`src/rtl/fcpi_pkg.sv`:
```
// Shared types, constants and tables of the fly-camera pose integrator.
`default_nettype none
package fcpi_pkg;

   localparam int POS_BITS_DEF     = 32;
   localparam int CORDIC_STEPS_DEF = 16;

   localparam int CNT_BITS   = 5;
   localparam int REQ_W      = 64;
   localparam int RSP_W      = 240;
   localparam int CSR_IDX_W  = 2;
   localparam int CSR_DATA_W = 16;

   localparam logic [CSR_IDX_W-1:0] REG_LOOK_SENS   = 2'd0;
   localparam logic [CSR_IDX_W-1:0] REG_START_SPEED = 2'd1;
   localparam logic [CSR_IDX_W-1:0] REG_START_YAW   = 2'd2;

   localparam logic [15:0]        SENS_RESET  = 16'd6554;
   localparam logic [14:0]        SPEED_RESET = 15'd1280;
   localparam logic signed [14:0] YAW_RESET   = -15'sd5760;

   localparam int YAW_SPAN   = 23040;
   localparam int YAW_HALF   = 11520;
   localparam int PITCH_LIM  = 5696;
   localparam int SPEED_MIN  = 128;
   localparam int SPEED_MAX  = 25600;
   localparam int ONE_Q14    = 16384;
   localparam int DEG90      = 5898240;
   localparam int DEG180     = 11796480;
   localparam int CORDIC_K   = 652032874;
   localparam int WRAP_STEPS = 8;
   localparam int MOVE_SLOTS = 14;
   localparam int BASIS_STEPS = 7;

   // Arctangent of 2^-i in 1/65536 degree.
   localparam logic [21:0] ATAN_TABLE [0:23] = '{
      22'd2949120, 22'd1740967, 22'd919879, 22'd466945, 22'd234379, 22'd117304,
      22'd58666, 22'd29335, 22'd14668, 22'd7334, 22'd3667, 22'd1833,
      22'd917, 22'd458, 22'd229, 22'd115, 22'd57, 22'd29,
      22'd14, 22'd7, 22'd4, 22'd2, 22'd1, 22'd0
   };

   typedef enum logic [3:0] {
      ST_IDLE, ST_LOOKX, ST_LOOKY, ST_PITCH, ST_WRAP, ST_WRAPEND,
      ST_CINIT, ST_CSTEP, ST_CEND, ST_BASIS, ST_VEL, ST_MMUL, ST_MADD,
      ST_SPEED, ST_DONE
   } state_type;

   typedef enum logic [4:0] {
      OP_NONE, OP_LOAD, OP_CSR, OP_LOOKX, OP_LOOKY, OP_PITCH, OP_WRAP,
      OP_WRAPEND, OP_CINIT, OP_CSTEP, OP_CEND, OP_BASIS, OP_VEL, OP_MMUL,
      OP_MADD, OP_SPEED, OP_OUT
   } op_type;

   typedef enum logic [1:0] {VEC_FRONT, VEC_RIGHT, VEC_UNIT} vec_type;

   typedef struct packed {
      op_type              op;
      logic [CNT_BITS-1:0] cnt;
      logic                phase;
   } cmd_type;

   typedef struct packed {
      logic look_zero;
   } status_type;

   typedef struct packed {
      vec_type    kind;
      logic [1:0] axis;
      logic [2:0] key;
      logic       neg;
   } slot_type;

   // Order of moves: forward, back, left, right along three axes, then up, down.
   function automatic slot_type slot_info(input logic [3:0] slot);
      slot_type s;
      unique case (slot)
         4'd0:  s = '{VEC_FRONT, 2'd0, 3'd0, 1'b0};
         4'd1:  s = '{VEC_FRONT, 2'd1, 3'd0, 1'b0};
         4'd2:  s = '{VEC_FRONT, 2'd2, 3'd0, 1'b0};
         4'd3:  s = '{VEC_FRONT, 2'd0, 3'd1, 1'b1};
         4'd4:  s = '{VEC_FRONT, 2'd1, 3'd1, 1'b1};
         4'd5:  s = '{VEC_FRONT, 2'd2, 3'd1, 1'b1};
         4'd6:  s = '{VEC_RIGHT, 2'd0, 3'd2, 1'b1};
         4'd7:  s = '{VEC_RIGHT, 2'd1, 3'd2, 1'b1};
         4'd8:  s = '{VEC_RIGHT, 2'd2, 3'd2, 1'b1};
         4'd9:  s = '{VEC_RIGHT, 2'd0, 3'd3, 1'b0};
         4'd10: s = '{VEC_RIGHT, 2'd1, 3'd3, 1'b0};
         4'd11: s = '{VEC_RIGHT, 2'd2, 3'd3, 1'b0};
         4'd12: s = '{VEC_UNIT, 2'd1, 3'd4, 1'b0};
         4'd13: s = '{VEC_UNIT, 2'd1, 3'd5, 1'b1};
         default: s = '{VEC_UNIT, 2'd1, 3'd5, 1'b1};
      endcase
      return s;
   endfunction

endpackage
`default_nettype wire

```
`src/rtl/fcpi_ctrl.sv`:
```
// Sequencing state machine of the fly-camera pose integrator.
`default_nettype none
module fcpi_ctrl #(
   parameter int CORDIC_STEPS = fcpi_pkg::CORDIC_STEPS_DEF
) (
   input  wire logic                          clock,
   input  wire logic                          reset,
   input  wire logic                          req_tvalid,
   output logic                               req_tready,
   output logic                               rsp_tvalid,
   input  wire logic                          rsp_tready,
   input  wire logic                          csr_valid,
   output logic                               csr_ready,
   input  wire logic [fcpi_pkg::CSR_IDX_W-1:0] csr_index,
   input  wire fcpi_pkg::status_type          status,
   output fcpi_pkg::cmd_type                  cmd
);
   import fcpi_pkg::*;

   localparam logic [CNT_BITS-1:0] CSTEP_LAST = CNT_BITS'(CORDIC_STEPS - 1);
   localparam logic [CNT_BITS-1:0] WRAP_LAST  = CNT_BITS'(WRAP_STEPS - 1);
   localparam logic [CNT_BITS-1:0] BASIS_LAST = CNT_BITS'(BASIS_STEPS - 1);
   localparam logic [CNT_BITS-1:0] MOVE_LAST  = CNT_BITS'(MOVE_SLOTS - 1);

   state_type           state_ff, state_in;
   logic [CNT_BITS-1:0] cnt_ff, cnt_in;
   logic                phase_ff, phase_in;
   logic                item_ff, item_in;
   logic                rsp_valid_ff, rsp_valid_in;
   logic                out_load;

   always_ff @(posedge clock) begin
      if (reset) begin
         // After reset the basis is built from the reset angles.
         state_ff     <= ST_CINIT;
         cnt_ff       <= '0;
         phase_ff     <= 1'b0;
         item_ff      <= 1'b0;
         rsp_valid_ff <= 1'b0;
      end else begin
         state_ff     <= state_in;
         cnt_ff       <= cnt_in;
         phase_ff     <= phase_in;
         item_ff      <= item_in;
         rsp_valid_ff <= rsp_valid_in;
      end
   end

   always_comb begin
      state_in = state_ff;
      cnt_in   = cnt_ff;
      phase_in = phase_ff;
      item_in  = item_ff;
      unique case (state_ff)
         ST_IDLE: begin
            if (csr_valid) begin
               if (csr_index == REG_START_YAW) begin
                  state_in = ST_CINIT;
                  phase_in = 1'b0;
                  item_in  = 1'b0;
               end
            end else if (req_tvalid) begin
               state_in = ST_LOOKX;
               item_in  = 1'b1;
            end
         end
         ST_LOOKX:  state_in = status.look_zero ? ST_VEL : ST_LOOKY;
         ST_LOOKY:  state_in = ST_PITCH;
         ST_PITCH: begin
            state_in = ST_WRAP;
            cnt_in   = '0;
         end
         ST_WRAP: begin
            if (cnt_ff == WRAP_LAST) begin
               state_in = ST_WRAPEND;
               cnt_in   = '0;
            end else begin
               cnt_in = cnt_ff + 1'b1;
            end
         end
         ST_WRAPEND: begin
            state_in = ST_CINIT;
            phase_in = 1'b0;
         end
         ST_CINIT: begin
            state_in = ST_CSTEP;
            cnt_in   = '0;
         end
         ST_CSTEP: begin
            if (cnt_ff == CSTEP_LAST) begin
               state_in = ST_CEND;
               cnt_in   = '0;
            end else begin
               cnt_in = cnt_ff + 1'b1;
            end
         end
         ST_CEND: begin
            if (!phase_ff) begin
               state_in = ST_CINIT;
               phase_in = 1'b1;
            end else begin
               state_in = ST_BASIS;
               cnt_in   = '0;
            end
         end
         ST_BASIS: begin
            if (cnt_ff == BASIS_LAST) begin
               state_in = item_ff ? ST_VEL : ST_IDLE;
               cnt_in   = '0;
            end else begin
               cnt_in = cnt_ff + 1'b1;
            end
         end
         ST_VEL: begin
            state_in = ST_MMUL;
            cnt_in   = '0;
         end
         ST_MMUL:   state_in = ST_MADD;
         ST_MADD: begin
            if (cnt_ff == MOVE_LAST) begin
               state_in = ST_SPEED;
               cnt_in   = '0;
            end else begin
               state_in = ST_MMUL;
               cnt_in   = cnt_ff + 1'b1;
            end
         end
         ST_SPEED:  state_in = ST_DONE;
         ST_DONE: begin
            if (!rsp_valid_ff || rsp_tready) begin
               state_in = ST_IDLE;
               item_in  = 1'b0;
            end
         end
         default:   state_in = ST_IDLE;
      endcase
   end

   always_comb begin
      cmd.cnt    = cnt_ff;
      cmd.phase  = phase_ff;
      cmd.op     = OP_NONE;
      csr_ready  = (state_ff == ST_IDLE);
      req_tready = (state_ff == ST_IDLE) && !csr_valid;
      out_load   = 1'b0;
      unique case (state_ff)
         ST_IDLE: begin
            if (csr_valid)       cmd.op = OP_CSR;
            else if (req_tvalid) cmd.op = OP_LOAD;
         end
         ST_LOOKX:   cmd.op = OP_LOOKX;
         ST_LOOKY:   cmd.op = OP_LOOKY;
         ST_PITCH:   cmd.op = OP_PITCH;
         ST_WRAP:    cmd.op = OP_WRAP;
         ST_WRAPEND: cmd.op = OP_WRAPEND;
         ST_CINIT:   cmd.op = OP_CINIT;
         ST_CSTEP:   cmd.op = OP_CSTEP;
         ST_CEND:    cmd.op = OP_CEND;
         ST_BASIS:   cmd.op = OP_BASIS;
         ST_VEL:     cmd.op = OP_VEL;
         ST_MMUL:    cmd.op = OP_MMUL;
         ST_MADD:    cmd.op = OP_MADD;
         ST_SPEED:   cmd.op = OP_SPEED;
         ST_DONE: begin
            if (!rsp_valid_ff || rsp_tready) begin
               cmd.op   = OP_OUT;
               out_load = 1'b1;
            end
         end
         default:    cmd.op = OP_NONE;
      endcase
   end

   always_comb begin
      rsp_valid_in = rsp_valid_ff;
      if (out_load)        rsp_valid_in = 1'b1;
      else if (rsp_tready) rsp_valid_in = 1'b0;
   end

   assign rsp_tvalid = rsp_valid_ff;

endmodule
`default_nettype wire

```
`config.mk`:
```
export PLATFORM = sky130hd
export DESIGN_NAME = fcpi_ctrl
export DESIGN_NICKNAME = d
export VERILOG_FILES = /design/src/rtl/fcpi_pkg.sv /design/src/rtl/fcpi_ctrl.sv
export SDC_FILE = /design/constraint.sdc
export NUM_CORES = 1
export LEC_CHECK = 0
export BUFFER_PORTS_ARGS = -buffer_cell sky130_fd_sc_hd__buf_2
export CELL_PAD_IN_SITES_DETAIL_PLACEMENT = 1
export CELL_PAD_IN_SITES_GLOBAL_PLACEMENT = 1
export CORE_MARGIN = 1
export CORE_UTILIZATION = 42
export DETAILED_ROUTE_END_ITERATION = 8
export PLACE_DENSITY = 0.9
export SYNTH_ARGS = -nofsm -noshare
export SYNTH_HDL_FRONTEND = slang
export SYNTH_SLANG_ARGS = --single-unit
```
`constraint.sdc`:
```
create_clock -name clock -period 4.6 [get_ports clock]
set_input_delay 0.69 -clock clock [delete_from_list [all_inputs] [get_ports clock]]
set_output_delay 0.69 -clock clock [all_outputs]
set_load 0.02 [all_outputs]
```
==> metrics.csv <==
stage,metric,value,unit
status,outcome,"complete, no violations",
sta,setup_viol_count_final,0,
pwr,p_clk_frac,0.125,
cts,cts_tree,yes,
placement,dp_hpwl,2387,um
pwr,p_seq_frac,0.301,
floorplan,start_util,0.4414,
cts,cts_buffer_depth,2,
pwr,switchingPower,0.3944,mW
sta,relSlewSlack,0.3663,
yosys,synth_cell_types,49,
yosys,synth.ff_latch_count,12,
sta,worst_pin_slew,0.9492,ns
yosys,synth_edf_count,0,
drt,wl_per_cell,16.80,um
floorplan,ioPinCount,22,
yosys,synthTopCellsByCount,"inv_1, nand2_1, nor2_1",
yosys,ys.flop_type,dfxtp_1,
pwr,p_sw_frac,0.5336,
setup_path,worstPathCellList,inv_1 > nand3_1 > inv_1 > buf_2,
sta,fin_crit,2.675,ns
floorplan,dieArea,2812,um2
drt,vias,1152,
global_route,grt_first_pass_wirelength,5326,um
final_layout,fillerInstances,351,
sta,fmax,373.8,MHz
yosys,yosysSeqAreaShare,0.2197,
global_route,antenna_found_initial,0,
final_layout,fin_nets,177,
drt,wl,3243,um
setup_path,path_class,flop to output pin,
yosys,synth_top_area_cell,dfxtp_1,
pwr,power_leakage,0.4727,nW
setup_path,cpPeakStageDelay,0.95,ns
sta,hold_viol,0,
yosys,syn-num-nets,162,
drt,final_antenna_net_count,0,
cts,postCtsSetupBuffers,0,
yosys,syn_area,1094,um2
placement,gp_congestion,0.8313,
floorplan,die_x,53.03,um
cts,ctsHoldBuffers,0,
drt,drt-vias-per-instance,5.969,
setup_path,cp.required,3.91,ns
cts,clk_pin_slew,0.08,ns
cts,cts_resized,0,
sta,period_share,0.5815,
final_layout,diodes,0,
sta,report.final.slew_viol_count,0,
final_layout,syn_to_final_growth,10.98,%
setup_path,crit_path_end_kind,output pin,
drt,drtPass1Iterations,4,
cts,cts.sinks,12,
pwr,p_int,0.3447,mW
final_layout,drive_above_1_share,0.1902,
yosys,ys_warn_count,0,
sta,totalNegativeSetupSlack,0,ns
yosys,synth.avg_cell_area,7.339,um2
pwr,combPwrFrac,0.574,
worst_hold_path,whs_path_depth,2,
placement,numPortBuffers,21,
sta,final.setup_skew,0.01140,ns
floorplan,core_area,2477,um2
floorplan,fp-row-count,18,
drt,first_iter_violations,18,
yosys,synth_top_cell_area_share,0.2197,
floorplan,fp.dieH,53.03,um
global_route,grt_usage,0.2649,
setup_path,cpMaxStageDelayCell,dfxtp_1,
setup_path,cp_max_fo,26,
pwr,vdd_drop_max,465.2,uV
sta,rsz0062_at_grt,false,
yosys,synth_area_leaders,"dfxtp_1, ha_1, a21oi_1",
setup_path,critPathArrivalTime,1.99,ns
pwr,finalPower,0.7391,mW
pwr,p_per_area,609.0,nW/um2
flow_run,max_cap_violations,0,
cts,cts.htree.levels,1,
cts,root_buffer,clkbuf_4,
global_route,grt_start_max_net_pins,27,
drt,drc,0,
setup_path,startpoint_type,flop,
global_route,gr-total-overflow,0,
yosys,ys_async_sr_fraction,0,
worst_hold_path,min_path_type,flop to flop,
setup_path,crit_top_cell,inv_1,
yosys,synthCells,149,
global_route,grt_pass1_vias,1104,
cts,clk-insertion-delay-late,0.29,ns
cts,cts_inserted_buffers,3,
setup_path,rr_worst_depth,9,
## power by group through the flow
| stage | combinational [mW] | sequential, mW | clock, mW |
|---|---|---|---|
| detailed placement | 0.422 | 0.220 | 0 |
| global placement | 0.404 | 0.215 | 0 |
| floorplan | 0.388 | 0.151 | 0 |
| global route | 0.469 | 0.232 | 0.0964 |
| CTS | 0.424 | 0.217 | 0.0927 |
| finish | 0.424 | 0.222 | 0.0926 |
## worst paths after layout
kind	slack, ns	from	endpoint
worst max-delay path	1.92	state_ff[3]	csr_ready
worst min-delay path	0.53	item_ff	item_ff
worst max register to register	2.30	cnt_ff[0]	state_ff[1]
worst min register to register	0.53	item_ff	item_ff
## layer usage
| layer | global-route usage | share of wire | vias up |
|---|---|---|---|
| met5 | 0 | 0 | - |
| met4 | 0.06579 | 0.0093 | 0 |
| met3 | 0.04310 | 0.025 | 5 |
| met2 | 0.4430 | 0.48 | 19 |
| met1 | 0.3493 | 0.48 | 566 |
| li1 | - | - | 562 |
## cell type report
class | count | area [um2] | share of cell area
multi-input combinational | 113 | 745.7 | 0.6144
inverter | 13 | 48.80 | 0.04021
clock buffer | 4 | 36.28 | 0.02990
timing repair buffer | 21 | 105.1 | 0.08660
tap | 30 | 37.54 | 0.03093
sequential | 12 | 240.2 | 0.1979
## layout by cell type (no fill, tap or decap), drive strengths merged, types with 2 or more instances in the layout
cell type	instances
buf	21
ha	5
a221oi	2
clkbuf	4
nand4	2
or2	2
a21oi	10
inv	13
nand2b	4
nand3	8
o22ai	2
a31oi	3
dfxtp	12
nand2	13
a2bb2oi	2
a32oi	2
o21ai	12
o31ai	3
nor3b	2
nor2	14
nor2b	4
nand4bb	2
## worst max-delay path: cells and delay by family (launching register included)
family / cells / cell delay [ns]
flops: 1 / 0.95
buf+inv: 3 / 0.50
simple gates: 1 / 0.24
## metrics by stage
stage	hold WS [ns]	std cells	util	instance area, um2	worst slack, ns
detailed placement	0.5146	189	0.4753	1177	2.312
global placement	0.5051	189	0.4753	1177	2.382
global route	0.5519	193	0.4899	1214	1.786
CTS	0.5287	193	0.4899	1214	2.002
floorplan	0.4622	149	-	1094	2.440
finish	0.5277	193	0.4899	1214	1.925
## state kept, by name (all words and copies together), names as in the netlist
name,cells
cnt_ff,5
item_ff,1
phase_ff,1
rsp_tvalid,1
state_ff,4
## cells by family (layout without fill, tap and decap cells)
kind of cell	count (synthesis)	count (layout)	synth area share
xor+xnor	2	2	0.01602
fa+ha+maj	6	6	0.06750
compound gates	47	47	0.3124
flops	12	12	0.2197
mux	1	1	0.009154
simple gates	57	57	0.2769
buf+inv	24	38	0.09840
Power figures use the tool's default switching activity.
